## config.mk

```make
export PLATFORM = sky130hd
export DESIGN_NAME = banked_memory_map_decoder
export DESIGN_NICKNAME = d
export VERILOG_FILES = /design/src/rtl/bmmd_pkg.sv /design/src/rtl/bmmd_bank_ctl.sv /design/src/rtl/bmmd_decode.sv /design/src/rtl/banked_memory_map_decoder.sv
export SDC_FILE = /design/constraint.sdc
export NUM_CORES = 1
export LEC_CHECK = 0
export BUFFER_PORTS_ARGS = -buffer_cell sky130_fd_sc_hd__buf_2
export CAP_MARGIN = 25
export CORE_AREA = 5 5 119 121
export DETAILED_ROUTE_END_ITERATION = 10
export DIE_AREA = 0 0 124 126
export PLACE_DENSITY = 0.46
export SLEW_MARGIN = 0
export SYNTH_ARGS = -nofsm -noshare
export SYNTH_HDL_FRONTEND = slang
export SYNTH_SLANG_ARGS = --single-unit
export TNS_END_PERCENT = 1
```

## constraint.sdc

```tcl
create_clock -name i_clk -period 3.2 [get_ports i_clk]
set_clock_uncertainty 0.1 [all_clocks]
set_input_delay 0.48 -clock i_clk [delete_from_list [all_inputs] [get_ports i_clk]]
set_output_delay 0.48 -clock i_clk [all_outputs]
set_load 0.005 [all_outputs]
```

## src/rtl/bmmd_pkg.sv

```systemverilog
// ----------------------------------------------------------------------------
// bmmd_pkg
// Types and constants shared by the banked memory map decoder modules.
// ----------------------------------------------------------------------------
package bmmd_pkg;

    // machine models
    localparam logic [1:0] MODEL_FIRST  = 2'd0;
    localparam logic [1:0] MODEL_SECOND = 2'd1;
    localparam logic [1:0] MODEL_THIRD  = 2'd2;

    // request types
    localparam logic [1:0] REQ_MEM_RD = 2'd0;
    localparam logic [1:0] REQ_MEM_WR = 2'd1;
    localparam logic [1:0] REQ_IO_RD  = 2'd2;
    localparam logic [1:0] REQ_IO_WR  = 2'd3;

    // targets
    localparam logic [3:0] T_NONE     = 4'd0;
    localparam logic [3:0] T_ROM      = 4'd1;
    localparam logic [3:0] T_MONRAM   = 4'd2;
    localparam logic [3:0] T_LOWBANK  = 4'd3;
    localparam logic [3:0] T_USER     = 4'd4;
    localparam logic [3:0] T_HIGHBANK = 4'd5;
    localparam logic [3:0] T_VRAM     = 4'd6;
    localparam logic [3:0] T_PPI      = 4'd7;
    localparam logic [3:0] T_TIMER    = 4'd8;
    localparam logic [3:0] T_SPEAKER  = 4'd9;
    localparam logic [3:0] T_FIXED    = 4'd10;

    // video mode events
    localparam logic [1:0] EV_NONE    = 2'd0;
    localparam logic [1:0] EV_NORMAL  = 2'd1;
    localparam logic [1:0] EV_REVERSE = 2'd2;

    // address map
    localparam logic [15:0] ADDR_USER_BASE = 16'h1000;
    localparam logic [15:0] ADDR_HIGH_BASE = 16'hD000;
    localparam logic [15:0] ADDR_VRAM_TOP2 = 16'hD800;
    localparam logic [15:0] ADDR_PPI_BASE  = 16'hE000;
    localparam logic [15:0] ADDR_TMR_BASE  = 16'hE004;
    localparam logic [15:0] ADDR_SPEAKER   = 16'hE008;
    localparam logic [15:0] ADDR_VID_NORM  = 16'hE014;
    localparam logic [15:0] ADDR_VID_REV   = 16'hE015;
    localparam logic [7:0]  ADDR_SCROLL_HI = 8'hE2;
    localparam logic [15:0] VRAM_MASK_1K   = 16'h03FF;
    localparam logic [15:0] VRAM_MASK_2K   = 16'h07FF;

    // fixed read values
    localparam logic [7:0] FIXED_UNUSED = 8'hC7;
    localparam logic [7:0] FIXED_IO     = 8'h00;
    localparam logic [7:0] FIXED_NORMAL = 8'h00;
    localparam logic [7:0] FIXED_REV    = 8'hFF;

    // bank control ports
    localparam logic [7:0] PORT_LOW_ON   = 8'hE0;
    localparam logic [7:0] PORT_HIGH_ON  = 8'hE1;
    localparam logic [7:0] PORT_LOW_OFF  = 8'hE2;
    localparam logic [7:0] PORT_HIGH_OFF = 8'hE3;
    localparam logic [7:0] PORT_RESET    = 8'hE4;
    localparam logic [7:0] PORT_LOCK     = 8'hE5;
    localparam logic [7:0] PORT_UNLOCK   = 8'hE6;

    typedef struct packed {
        logic low_on;
        logic high_on;
        logic locked;
    } t_bank_state;

    typedef struct packed {
        logic [3:0]  target;
        logic [15:0] offset;
        logic        is_write;
        logic [7:0]  data;
        logic [1:0]  event_code;
    } t_result;

endpackage

```

## src/rtl/bmmd_bank_ctl.sv

```systemverilog
// ----------------------------------------------------------------------------
// bmmd_bank_ctl
// Bank switch and high-area lock state, driven by I/O writes on the third model.
// ----------------------------------------------------------------------------
module bmmd_bank_ctl
    import bmmd_pkg::*;
(
    input  logic        i_clk,
    input  logic        i_rst_n,
    input  logic        i_update,
    input  logic [1:0]  i_model,
    input  logic [7:0]  i_port,
    output t_bank_state o_state
);

    t_bank_state r_state;
    t_bank_state n_state;

    always_comb begin
        n_state = r_state;
        if (i_update && i_model == MODEL_THIRD) begin
            case (i_port)
                PORT_LOW_ON:   n_state.low_on  = 1'b1;
                PORT_HIGH_ON:  n_state.high_on = 1'b1;
                PORT_LOW_OFF:  n_state.low_on  = 1'b0;
                PORT_HIGH_OFF: n_state.high_on = 1'b0;
                PORT_RESET:    n_state = '0;
                PORT_LOCK:     n_state.locked  = 1'b1;
                PORT_UNLOCK:   n_state.locked  = 1'b0;
                default:       n_state = r_state;
            endcase
        end
    end

    always_ff @(posedge i_clk) begin
        if (!i_rst_n) begin
            r_state <= '0;
        end else begin
            r_state <= n_state;
        end
    end

    assign o_state = r_state;

    a_reset_all: assert property (@(posedge i_clk) disable iff (!i_rst_n)
        (i_update && i_model == MODEL_THIRD && i_port == PORT_RESET) |=> (r_state == '0))
        else $error("bank reset port did not clear bank state");

    a_other_model_hold: assert property (@(posedge i_clk) disable iff (!i_rst_n)
        (i_model != MODEL_THIRD) |=> $stable(r_state))
        else $error("bank state changed outside the third model");

endmodule

```

## src/rtl/bmmd_decode.sv

```systemverilog
// ----------------------------------------------------------------------------
// bmmd_decode
// Maps one bus request to a target, offset, data byte and video mode event.
// ----------------------------------------------------------------------------
module bmmd_decode
    import bmmd_pkg::*;
(
    input  logic [1:0]  i_model,
    input  t_bank_state i_bank,
    input  logic [1:0]  i_req_type,
    input  logic [15:0] i_bus_address,
    input  logic [7:0]  i_write_data,
    output t_result     o_result
);

    function automatic t_result mk(input logic [3:0] tgt, input logic [15:0] off,
                                   input logic wr, input logic [7:0] dat,
                                   input logic [1:0] ev);
        t_result res;
        res.target     = tgt;
        res.offset     = off;
        res.is_write   = wr;
        res.data       = dat;
        res.event_code = ev;
        return res;
    endfunction

    logic        wr;
    logic [7:0]  wd;
    logic [15:0] a;
    logic        m2;
    logic        m3;
    t_result     res_none;
    t_result     res_unused;

    assign a  = i_bus_address;
    assign wr = (i_req_type == REQ_MEM_WR);
    assign wd = wr ? i_write_data : 8'h00;
    assign m2 = (i_model == MODEL_SECOND);
    assign m3 = (i_model == MODEL_THIRD);
    assign res_none   = mk(T_NONE, 16'h0000, 1'b0, 8'h00, EV_NONE);
    assign res_unused = mk(T_FIXED, 16'h0000, 1'b0, FIXED_UNUSED, EV_NONE);

    always_comb begin
        o_result = res_none;
        case (i_req_type)
            REQ_IO_RD: o_result = mk(T_FIXED, 16'h0000, 1'b0, FIXED_IO, EV_NONE);
            REQ_IO_WR: o_result = res_none;
            REQ_MEM_RD, REQ_MEM_WR: begin
                if (a < ADDR_USER_BASE) begin
                    if (m2) begin
                        o_result = mk(T_MONRAM, a, wr, wd, EV_NONE);
                    end else if (m3 && i_bank.low_on) begin
                        o_result = mk(T_LOWBANK, a, wr, wd, EV_NONE);
                    end else if (wr) begin
                        o_result = res_none;
                    end else begin
                        o_result = mk(T_ROM, a, 1'b0, 8'h00, EV_NONE);
                    end
                end else if (a < ADDR_HIGH_BASE) begin
                    o_result = mk(T_USER, a - ADDR_USER_BASE, wr, wd, EV_NONE);
                end else if (m3 && i_bank.locked) begin
                    o_result = wr ? res_none : res_unused;
                end else if (m3 && i_bank.high_on) begin
                    o_result = mk(T_HIGHBANK, a - ADDR_HIGH_BASE, wr, wd, EV_NONE);
                end else if (a < ADDR_PPI_BASE) begin
                    if (m3) begin
                        o_result = mk(T_VRAM, a - ADDR_HIGH_BASE, wr, wd, EV_NONE);
                    end else if (m2) begin
                        if (a < ADDR_VRAM_TOP2) begin
                            o_result = mk(T_VRAM, a & VRAM_MASK_2K, wr, wd, EV_NONE);
                        end else begin
                            o_result = wr ? res_none : res_unused;
                        end
                    end else begin
                        o_result = mk(T_VRAM, a & VRAM_MASK_1K, wr, wd, EV_NONE);
                    end
                end else if (a < ADDR_TMR_BASE) begin
                    o_result = mk(T_PPI, a - ADDR_PPI_BASE, wr, wd, EV_NONE);
                end else if (a < ADDR_SPEAKER) begin
                    o_result = mk(T_TIMER, a - ADDR_TMR_BASE, wr, wd, EV_NONE);
                end else if (a == ADDR_SPEAKER) begin
                    o_result = mk(T_SPEAKER, 16'h0000, wr, wd, EV_NONE);
                end else if (wr) begin
                    o_result = res_none;
                end else if (m2 && a == ADDR_VID_NORM) begin
                    o_result = mk(T_FIXED, 16'h0000, 1'b0, FIXED_NORMAL, EV_NORMAL);
                end else if (m2 && a == ADDR_VID_REV) begin
                    o_result = mk(T_FIXED, 16'h0000, 1'b0, FIXED_REV, EV_REVERSE);
                end else if (m2 && a[15:8] == ADDR_SCROLL_HI) begin
                    // scroll registers read back their low address byte
                    o_result = mk(T_FIXED, 16'h0000, 1'b0, a[7:0], EV_NONE);
                end else begin
                    o_result = res_unused;
                end
            end
            default: o_result = res_none;
        endcase
    end

endmodule

```

## src/rtl/banked_memory_map_decoder.sv

```systemverilog
// ----------------------------------------------------------------------------
// banked_memory_map_decoder
// Bus address decoder with three machine models and third-model bank switching.
// ----------------------------------------------------------------------------
//  channel | direction | handshake               | payload
//  in      | input     | i_in_valid / o_in_ready | i_req_type, i_bus_address, i_write_data
//  out     | output    | o_out_valid/i_out_ready | o_target, o_target_offset, o_is_write,
//          |           |                         | o_data_byte, o_video_mode_event
//  cfg     | input     | i_cfg_valid/o_cfg_ready | i_cfg_data (machine model)
//
//  One beat per cycle sustained unless the output stalls; input register, then decode
//  into the result register. Bank state updates as an I/O write leaves the input
//  register, so the next beat decodes with the new state.
//  Reset clears the model, bank state and both valid flags.
//  A stalled result register holds, and the input register fills behind it.
// ----------------------------------------------------------------------------
module banked_memory_map_decoder
    import bmmd_pkg::*;
(
    input  logic        i_clk,
    input  logic        i_rst_n,
    input  logic        i_in_valid,
    output logic        o_in_ready,
    input  logic [1:0]  i_req_type,
    input  logic [15:0] i_bus_address,
    input  logic [7:0]  i_write_data,
    output logic        o_out_valid,
    input  logic        i_out_ready,
    output logic [3:0]  o_target,
    output logic [15:0] o_target_offset,
    output logic        o_is_write,
    output logic [7:0]  o_data_byte,
    output logic [1:0]  o_video_mode_event,
    input  logic        i_cfg_valid,
    output logic        o_cfg_ready,
    input  logic [1:0]  i_cfg_data
);

    logic [1:0]  r_model;
    logic        r_in_valid;
    logic [1:0]  r_req_type;
    logic [15:0] r_bus_address;
    logic [7:0]  r_write_data;
    logic        r_out_valid;
    t_result     r_out;

    logic        s1_advance;
    t_bank_state bank;
    t_result     dec;

    assign s1_advance  = r_in_valid && (!r_out_valid || i_out_ready);
    assign o_in_ready  = !r_in_valid || s1_advance;
    assign o_cfg_ready = 1'b1;

    always_ff @(posedge i_clk) begin
        if (!i_rst_n) begin
            r_model     <= MODEL_FIRST;
            r_in_valid  <= 1'b0;
            r_out_valid <= 1'b0;
        end else begin
            if (i_cfg_valid) begin
                r_model <= i_cfg_data;
            end
            if (o_in_ready) begin
                r_in_valid <= i_in_valid;
            end
            if (s1_advance) begin
                r_out_valid <= 1'b1;
            end else if (i_out_ready) begin
                r_out_valid <= 1'b0;
            end
        end
    end

    // payload registers, no reset
    always_ff @(posedge i_clk) begin
        if (o_in_ready && i_in_valid) begin
            r_req_type    <= i_req_type;
            r_bus_address <= i_bus_address;
            r_write_data  <= i_write_data;
        end
        if (s1_advance) begin
            r_out <= dec;
        end
    end

    bmmd_bank_ctl u_bank_ctl (
        .i_clk    (i_clk),
        .i_rst_n  (i_rst_n),
        .i_update (s1_advance && r_req_type == REQ_IO_WR),
        .i_model  (r_model),
        .i_port   (r_bus_address[7:0]),
        .o_state  (bank)
    );

    bmmd_decode u_decode (
        .i_model       (r_model),
        .i_bank        (bank),
        .i_req_type    (r_req_type),
        .i_bus_address (r_bus_address),
        .i_write_data  (r_write_data),
        .o_result      (dec)
    );

    assign o_out_valid        = r_out_valid;
    assign o_target           = r_out.target;
    assign o_target_offset    = r_out.offset;
    assign o_is_write         = r_out.is_write;
    assign o_data_byte        = r_out.data;
    assign o_video_mode_event = r_out.event_code;

    a_stall_hold: assert property (@(posedge i_clk) disable iff (!i_rst_n)
        (r_out_valid && !i_out_ready) |=> (r_out_valid && $stable(r_out)))
        else $error("result register changed while stalled");

    a_none_quiet: assert property (@(posedge i_clk) disable iff (!i_rst_n)
        (r_out_valid && r_out.target == T_NONE) |-> (!r_out.is_write && r_out.data == 8'h00))
        else $error("ignored access carries write or data");

    a_event_fixed: assert property (@(posedge i_clk) disable iff (!i_rst_n)
        (r_out_valid && r_out.event_code != EV_NONE) |-> (r_out.target == T_FIXED))
        else $error("video mode event on a non-fixed target");

endmodule
```

Yosys cells after proc, flatten, opt, wreduce, memory -nomap -nowiden
Index checks and enable logic that the tools add are counted. Widths: inputs -> output; s select.

Register bits: 64. Input port bits: 33. Logic and storage cells: 92.

$add $sub $neg: 4. Magnitude comparators: 6. Equal/unequal tests: 16. Mux-type cells: 26. Reductions and logical operators: 26.

Operators with widths (number): $mux 31 (17); $pmux 31 s3 (1); $lt 16x16->1 const B (5); $eq 8x8->1 const B (8); $eq 16x16->1 const B (3); $sub 16x16->16 const B (3); $mux 28 (1); $lt 16x13->1 const B (1); $sub 16x13->16 const B (1); $logic_and 1x1->1 (10); $mux 10 (1); $mux 8 (1); $reduce_bool 2->1 (4); $reduce_or 2->1 (4); $eq 2x2->1 const B (3); $pmux 1 s2 (3); $reduce_and 2->1 (3); $eq 2x1->1 const B (2); $logic_not 1->1 (2); $logic_not 2->1 (1); $logic_or 1x1->1 (2); $mux 1 (2).

Longest topological paths before layout
Gate-level depths: netlist of the first run.

Depth after elaboration: 15. Mapped depth: 9. Gate-level depth less buffers: 7.

Hierarchy
Synthesis of the first run repeated with hierarchy kept, for this count alone.

Cell total of the unflattened synthesis: 368. Area total of the unflattened synthesis: 3724.8 um^2.

By module, submodules not included: banked_memory_map_decoder (instances 1, cells an instance 75, area an instance 1896.8 um^2, seq. area each 1791.7 um^2); bmmd_decode (instances 1, cells an instance 270, area an instance 1622.8 um^2, seq. area each 0.0 um^2); bmmd_bank_ctl (instances 1, cells an instance 23, area an instance 205.2 um^2, seq. area each 60.1 um^2).

Worst setup path before layout of the first run
Ideal clock, no wire load.

Path type: register to register. Start: register r_bus_address[13]. End: register r_out (netlist bit o_data_byte[2]), data pin. Arrival: 2200 ps. Required time: 2824 ps. Slack: 624 ps. Cell stages (with the launch flop): 9. Period minus slack after synthesis: 2576 ps. Cell sequence: edfxtp_1 > inv_1 > ha_1 > or3b_2 > buf_2 > o31ai_4 > nor2_1 > a2111oi_0 > a221oi_1.

RTL lines: start: declaration (RTL line banked_memory_map_decoder.sv:42) `logic [15:0] r_bus_address;`; start signal: assignment (RTL line banked_memory_map_decoder.sv:79) `r_bus_address <= i_bus_address;`; end signal: assignment (RTL line banked_memory_map_decoder.sv:83) `r_out <= dec;`; end: declaration (RTL line banked_memory_map_decoder.sv:45) `t_result r_out;`.

==> impl_metrics.tcl, run 1 <==
set metrics [dict create \
    cp_slowest_cell "edfxtp_1" \
    period_needed_ns 2.92 \
    grt_pass1_vias 3305 \
    drt-pass1-iter-count 4 \
    yosysTopAreaCell "edfxtp_1" \
    die_x_um 124 \
    wl_mm 12.0 \
    antenna_found_initial 0 \
    grt_pass1_wl_mm 18.6 \
    via_per_inst 5.30 \
    dpl-instance-area_um2 4430 \
    drv_slew 0 \
    rsz0062_at_grt "no" \
    htree_levels 3 \
    drive_gt1_share_pct 27.1 \
    grt_max_degree 32 \
    required_ns 3.24 \
    num-nets-final 487 \
    relSlewSlack_pct 48.5 \
    r2r_slack_ns 0.28 \
    cts_resized 0 \
    setup_viol 0 \
    synthFlopType "edfxtp_1" \
    finalWorstSetupSlack_ns 0.277 \
    crit_start "r_bus_address[13]" \
    synth_edf_count 57 \
    yosysSeqAreaShare_pct 48.7 \
    peakVddDrop_mv 0.244 \
    r2r_start "r_bus_address[13]" \
    clkSinkCount 64 \
    run_status "complete, no violations" \
    post_cts_buffers 0 \
    clkSlewWorstSetupHoldPaths_ns 0.06 \
    cp_max_fo 12 \
    startpoint_type "register" \
    syn_to_final_growth_pct 24.8 \
    cp-end-kind "register" \
    pin_count 67 \
    insertion_delay_ns 0.35 \
    fin_tns_setup_ns 0 \
    clk_path_buf_depth 2 \
    post-place-ws_ns 0.313 \
    die_area_um2 15600 \
    fmax_mhz 342 \
    worst_slew_pin_slew_ns 0.764 \
    synth.area.top_cells "edfxtp_1 45%, ha_1 3.9%, dfxtp_1 3.7%, nand2_1 3.0%, a31oi_1 2.6%" \
    path_class "register to register" \
    port_buffers 65 \
    dp.cells 607 \
    core_region_area_um2 13000 \
    synth_seq_cells 64 \
    synth_cell_types 74 \
    yosys_warnings 0 \
    slowest_delay_ns 0.54 \
    syn_nets 407 \
    dpl.hpwl_mm 9.26 \
    crit_top_cell "buf_4" \
    stdcell_area_um2 4750 \
    wl_per_cell_um 19.2 \
    synth_area_um2 3800 \
    p_leak_nw 1.74 \
    syn_inst 362 \
    path_cells "inv_1 -> ha_1 -> nand3b_1 -> buf_4 -> nor2_1 -> a311oi_1 -> buf_4 -> o21a_1 -> a21boi_0" \
    crit_arrival_ns 2.97 \
    hold_viol_final 0 \
    gp_congestion 0.916 \
    via_count 3301 \
    cts_inserted_buffers 9 \
    postCtsHoldBufs 0 \
    powerDensity_nw_per_um2 482 \
    start_util_pct 29.3 \
    synth.top_cell.area_share_pct 45.0 \
    overflow 0 \
    period_share_pct 91.4 \
    grtUsageTotal_pct 16.0 \
    final_antenna_net_count 0 \
    syn_avg_cell_area_um2 10.5 \
    cts_tree "built" \
    drt_iter0_drc 252 \
    drc 0 \
    async_flop_share_pct 0 \
    die_y_um 126 \
    antenna_cells 0 \
    fin_cells 623 \
    root_buffer "clkbuf_16" \
    hp-start "i_bus_address[4]" \
    maxCapViolations 0 \
    hp-class "input port to register" \
    row_count 42 \
    p_total_w 0.00229 \
]
power by group:
part	leakage (nW)	switching (W)	total, W	internal, W
Clock	0.148	0.000358	0.00104	0.000677
Sequential	0.602	0.0000405	0.00100	0.000963
Combinational	0.992	0.000146	0.000248	0.000102
cells by family after synthesis:
logic type               Yosys count  synth area share (%)
AO/OA/AOI/OAI                    106                  20.0
flip-flops                        64                  48.7
XOR/XNOR                           1                 0.230
adder cells (fa/ha/maj)           12                  3.95
AND/OR/NAND/NOR                  145                  22.6
buffers and inverters             30                  3.59
multiplexers                       3                 0.790
other                              1                0.0986
per-stage QoR:
step / hold slack [ns] / util (%)
floorplan: 0.391 / -
detailed placement: 0.424 / 34.1
global route: 0.202 / 36.6
global placement: 0.415 / 34.1
finish: 0.205 / 36.6
CTS: 0.190 / 36.6
state kept, by name, summed over array words and instances (netlist names):
register and count:
o_is_write 1, o_video_mode_event 2, o_target_offset 16, o_target 4, o_data_byte 8, r_model 2
r_req_type 2, r_write_data 8, u_bank_ctl.o_state 3, r_in_valid 1, o_out_valid 1, r_bus_address 16
Yosys cell counts (3+ instances only):
cell type,number
a211oi_1,6
ha_1,12
nand4_1,6
clkbuf_1,7
nor2_1,22
and3_1,4
a31oi_1,16
nor4_1,4
o211ai_1,8
or2b_1,4
dfxtp_1,7
a21boi_0,3
nand3b_1,3
buf_2,7
o21a_1,4
clkbuf_2,3
or3_1,4
o21ai_0,15
o22ai_1,4
a22o_1,3
and3b_1,3
a21oi_1,18
nand2b_1,6
and2_1,7
nand2_1,30
edfxtp_1,57
mux2i_1,3
o31ai_1,6
or4_1,5
nor3_1,12
inv_1,10
nand3_1,8
nor2b_1,6
per-layer routing:
metal / part of all wire, % / track usage, % / vias to the layer above
li1: - / - / 1578
met1: 44 / 21.0 / 1548
met2: 43 / 22.6 / 144
met3: 8.8 / 5.29 / 31
met4: 4.3 / 9.92 / 0
met5: 0 / 0 / -
layout by cell type, fill, tap and decap left out, types with 9 or more instances in the layout:
master | synthesis | layout
nand2_1 | 30 | 30
clkbuf_16 | 0 | 9
buf_4 | 1 | 24
o21ai_0 | 15 | 15
nor2_1 | 22 | 22
edfxtp_1 | 57 | 57
nor3_1 | 12 | 12
inv_1 | 10 | 10
buf_2 | 7 | 65
a21oi_1 | 18 | 18
ha_1 | 12 | 12
a31oi_1 | 16 | 16
path summary, 6_finish.rpt:
check / to / cells after the start
min: r_bus_address[4] / 1
max: o_target_offset[9] / 9
max reg2reg: o_target_offset[9] / 9
min reg2reg: u_bank_ctl.o_state[2] / 2
cell type report:
class | instances | area [um2]
inverters | 10 | 37.5
repair buffers | 89 | 505
multi-input cells | 268 | 1820
clock buffers | 10 | 229
fillers | 1337 | 8230
flip-flops and latches | 64 | 1850
well taps | 176 | 220
clock inverters | 6 | 83.8
critical path, delay by kind of cell (launching register included):
family | cells | cell delay (ns)
AND/OR/NAND/NOR | 2 | 0.24
AO/OA/AOI/OAI | 3 | 0.87
flip-flops | 1 | 0.54
buffers and inverters | 3 | 0.68
adder cells (fa/ha/maj) | 1 | 0.28
Note: power is estimated with default switching activity, not from simulation.
==> run 2, diff against run 1 <==
- CTS_CLUSTER_SIZE: unset -> 12
- PLACE_DENSITY: 0.46 -> 0.59
==> impl_metrics.tcl, run 2 (same netlist as run 1, synthesis figures left out) <==
set metrics [dict create \
    run_status "complete, no violations" \
    period_needed_ns 2.90 \
    period_share_pct 90.6 \
    worst_slew_pin_slew_ns 0.796 \
    wl_mm 11.8 \
    cts_resized 0 \
    die_x_um 124 \
    antenna_found_initial 0 \
    via_count 3340 \
    power_frac_comb_pct 10.5 \
    overflow 0 \
    core_region_area_um2 13000 \
    startpoint_type "register" \
    crit_arrival_ns 3.01 \
    peakVddDrop_mv 0.206 \
    row_count 42 \
    relSlewSlack_pct 46.3 \
    grt_pass1_wl_mm 18.5 \
    grtUsageTotal_pct 15.6 \
    antenna_cells 0 \
    die_area_um2 15600 \
    nFillCells 1326 \
    cts_inserted_buffers 9 \
    insertion_delay_ns 0.34 \
    swShare_pct 23.7 \
    die_y_um 126 \
    port_buffers 65 \
    post_cts_buffers 0 \
    maxCapViolations 0 \
    cts_tree "built" \
    powerDensity_nw_per_um2 481 \
    hp-class "input port to register" \
    final_common_cell "buf_2" \
    path_class "register to register" \
    grt_max_degree 32 \
    intPower_w 0.00174 \
    clkSinkCount 64 \
    fmax_mhz 345 \
    root_buffer "clkbuf_16" \
    via_per_inst 5.40 \
    grt_pass1_vias 3281 \
    gp_congestion 0.998 \
    p_leak_nw 1.73 \
    pin_count 67 \
    setup_viol 0 \
    hold_viol_final 0 \
    drv_slew 0 \
    drt_iter0_drc 281 \
    power_frac_clock_pct 45.2 \
    drt-pass1-iter-count 5 \
    clkSlewWorstSetupHoldPaths_ns 0.06 \
    drc 0 \
    syn_to_final_growth_pct 24.4 \
    drive_gt1_share_pct 26.7 \
    final_cell_mix "65 x buf_2, 57 x edfxtp_1, 30 x nand2_1" \
    num-nets-final 483 \
    cp_max_fo 9 \
    cp-end-kind "register" \
    postCtsHoldBufs 0 \
    required_ns 3.31 \
    wl_per_cell_um 19.1 \
    fin_tns_setup_ns 0 \
    total_switching_power_w 0.000541 \
    holdWs_ns 0.215 \
    clk_path_buf_depth 2 \
    dpl.hpwl_mm 9.08 \
    rsz0062_at_grt "no" \
    p_seq_share_pct 44.3 \
    htree_levels 3 \
    start_util_pct 29.3 \
    final_antenna_net_count 0 \
]
-- run 2: routing by layer --
metal  global-route usage [%]  share of wire, %  vias to the layer above
met5                        0                 0                        -
met4                     7.41               2.9                        0
met3                     3.95               8.8                       27
met2                     22.7                45                      172
met1                     21.4                44                     1570
li1                         -                 -                     1571
-- run 2: worst paths after layout --
kind,endpoint,startpoint,cells after the start,slack [ns]
max reg2reg,o_target_offset[7],r_bus_address[13],7,0.30
min,r_bus_address[0],i_bus_address[0],1,0.21
max,o_target_offset[7],r_bus_address[13],7,0.30
min reg2reg,r_in_valid,r_in_valid,2,0.44
-- run 2: worst max-delay path: stages (launching register included) --
cell and delay (ns):
edfxtp_1 0.53, inv_1 0.20, ha_1 0.27, nand3b_1 0.21, or3_4 0.46, or3_1 0.33, or4_1 0.47, a21bo_1 0.20
-- run 2: power by group through the flow --
stage	Clock, W	Combinational, W	Sequential, W
floorplan	0	0.000146	0.00100
global placement	0	0.000234	0.00102
detailed placement	0	0.000239	0.00102
CTS	0.00105	0.000239	0.00101
global route	0.00108	0.000265	0.00101
finish	0.00103	0.000239	0.00101
-- run 2: final cells by class --
cell class / instances / area (um2) / share of cell area (%)
clock buffers: 9 / 225 / 4.76
well taps: 176 / 220 / 4.65
flip-flops and latches: 64 / 1850 / 39.1
multi-input cells: 268 / 1820 / 38.4
repair buffers: 85 / 495 / 10.5
clock inverters: 6 / 85.1 / 1.80
inverters: 10 / 37.5 / 0.793
-- run 2: metrics by stage --
stage	cell area (um2)	setup slack (ns)	utilization [%]	cells	power, W
2_1_floorplan	3800	0.624	-	362	0.00115
3_3_place_gp	4390	0.362	33.9	602	0.00126
3_5_place_dp	4420	0.347	34.1	603	0.00126
4_1_cts	4730	0.312	36.5	618	0.00230
5_1_grt	4730	0.206	36.5	618	0.00236
6_report	4730	0.299	36.5	618	0.00228
==> run 3, diff against run 2 <==
- CORE_AREA: 5 5 119 121 -> 5 5 99 83
- DIE_AREA: 0 0 124 126 -> 0 0 104 88
- PLACE_DENSITY: 0.59 -> 0.88
==> impl_metrics.tcl, run 3 (same netlist as run 1, synthesis figures left out) <==
set metrics [dict create \
    start_util_pct 53.2 \
    via_count 3529 \
    cp_top_family "compound AO/OA/AOI/OAI gates" \
    path_cells "nor4_2 -> a31oi_1 -> o311ai_0 -> nand3_1 -> o21ai_0" \
    final_antenna_net_count 0 \
    post_cts_buffers 0 \
    clkSinkCount 64 \
    syn_to_final_growth_pct 18.9 \
    drt_iter0_drc 429 \
    drc 0 \
    dpl-instance-area_um2 4310 \
    grtUsageTotal_pct 26.0 \
    grt_pass1_wl_mm 18.6 \
    grt_pass1_vias 3388 \
    drive_gt1_share_pct 26.8 \
    final_cell_mix "65 x buf_2, 57 x edfxtp_1, 30 x nand2_1" \
    run_status "complete, no violations" \
    critPathBufInv 0 \
    stdcell_area_um2 4520 \
    cp_slowest_cell "o311ai_0" \
    final_common_cell "buf_2" \
    multi_input_area_um2 1820 \
    row_count 28 \
    period_needed_ns 3.03 \
    wl_per_cell_um 22.1 \
    antenna_cells 0 \
    crit_arrival_ns 3.04 \
    worst_slew_pin_slew_ns 0.978 \
    required_ns 3.21 \
    port_buffers 65 \
    die_area_um2 9150 \
    num-nets-final 484 \
    p_leak_nw 1.68 \
    relSlewSlack_pct 34.0 \
    drt-pass1-iter-count 6 \
    die_x_um 104 \
    fin_tns_setup_ns 0 \
    root_buffer "clkbuf_8" \
    postCtsHoldBufs 0 \
    hp-class "input port to register" \
    setup_viol 0 \
    grt_max_degree 32 \
    gp_congestion 1.04 \
    antenna_found_initial 0 \
    cts_inserted_buffers 9 \
    via_per_inst 6.61 \
    rsz0062_at_grt "no" \
    powerDensity_nw_per_um2 445 \
    htree_levels 3 \
    pin_count 67 \
    insertion_delay_ns 0.35 \
    fmax_mhz 330 \
    period_share_pct 94.8 \
    startpoint_type "register" \
    hold_viol_final 0 \
    wl_mm 11.8 \
    overflow 0 \
    core_region_area_um2 7150 \
    nFillCells 597 \
    drv_slew 0 \
    seqCellArea_um2 1850 \
    cp-end-kind "register" \
    peakVddDrop_mv 0.365 \
    path_class "register to register" \
    cts_tree "built" \
    die_y_um 88 \
    cts_resized 0 \
    clkSlewWorstSetupHoldPaths_ns 0.07 \
    maxCapViolations 0 \
    slowest_delay_ns 0.86 \
    dpl.hpwl_mm 8.77 \
    clk_path_buf_depth 2 \
    cp_max_fo 7 \
]
## run 3: cell types whose count changed in the layout (fill, tap and decap cells not counted)
| cell | change |
|---|---|
| clkbuf_16 | -9 |
| buf_8 | +1 |
| clkinv_1 | -1 |
| buf_4 | +1 |
| clkbuf_1 | +2 |
| clkbuf_8 | +9 |
| buf_16 | -1 |
## run 3: layout make-up
cell class,count,share of cell area (%)
clock buffers,11,2.91
clock inverters,5,1.80
flip-flops and latches,64,41.0
inverters,10,0.830
well taps,90,2.49
repair buffers,86,10.8
multi-input cells,268,40.2
## run 3: report_power, final
group / switching (W) / internal, W / total [W]
Sequential: 0.0000443 / 0.000961 / 0.00101
Combinational: 0.000148 / 0.000101 / 0.000249
Clock: 0.000318 / 0.000439 / 0.000757
## run 3: worst paths after layout
path / end / cells after the start / slack, ns / start
setup / recovery: o_target_offset[3] / 5 / 0.17 / r_bus_address[7]
hold / removal: r_bus_address[1] / 1 / 0.20 / i_bus_address[1]
setup reg to reg: o_target_offset[3] / 5 / 0.17 / r_bus_address[7]
hold reg to reg: o_out_valid / 2 / 0.42 / r_in_valid
## run 3: metrics by stage
step	setup slack, ns	power [W]	hold slack [ns]	instances	util [%]
2_1_floorplan	0.624	0.00115	0.391	362	-
3_5_place_dp	0.384	0.00126	0.424	518	60.3
5_1_grt	0.115	0.00209	0.191	534	63.3
4_1_cts	0.373	0.00201	0.197	534	63.3
3_3_place_gp	0.233	0.00126	0.411	517	60.1
6_report	0.167	0.00201	0.205	534	63.3
## run 3: metal layers
layer  part of all wire (%)  global-route usage, %  vias to the layer above
met3                     13                   10.9                       48
met5                      0                      0                        -
met4                    3.2                   8.47                        0
li1                       -                      -                     1571
met2                     42                   38.3                      269
met1                     42                   35.1                     1641
## run 3: worst reg2reg max path, delay by kind of cell (launching register included)
| kind | cells | cell delay [ns] |
|---|---|---|
| and+or+nand+nor | 2 | 0.84 |
| AOI/OAI and AO/OA | 3 | 1.35 |
| DFF | 1 | 0.52 |
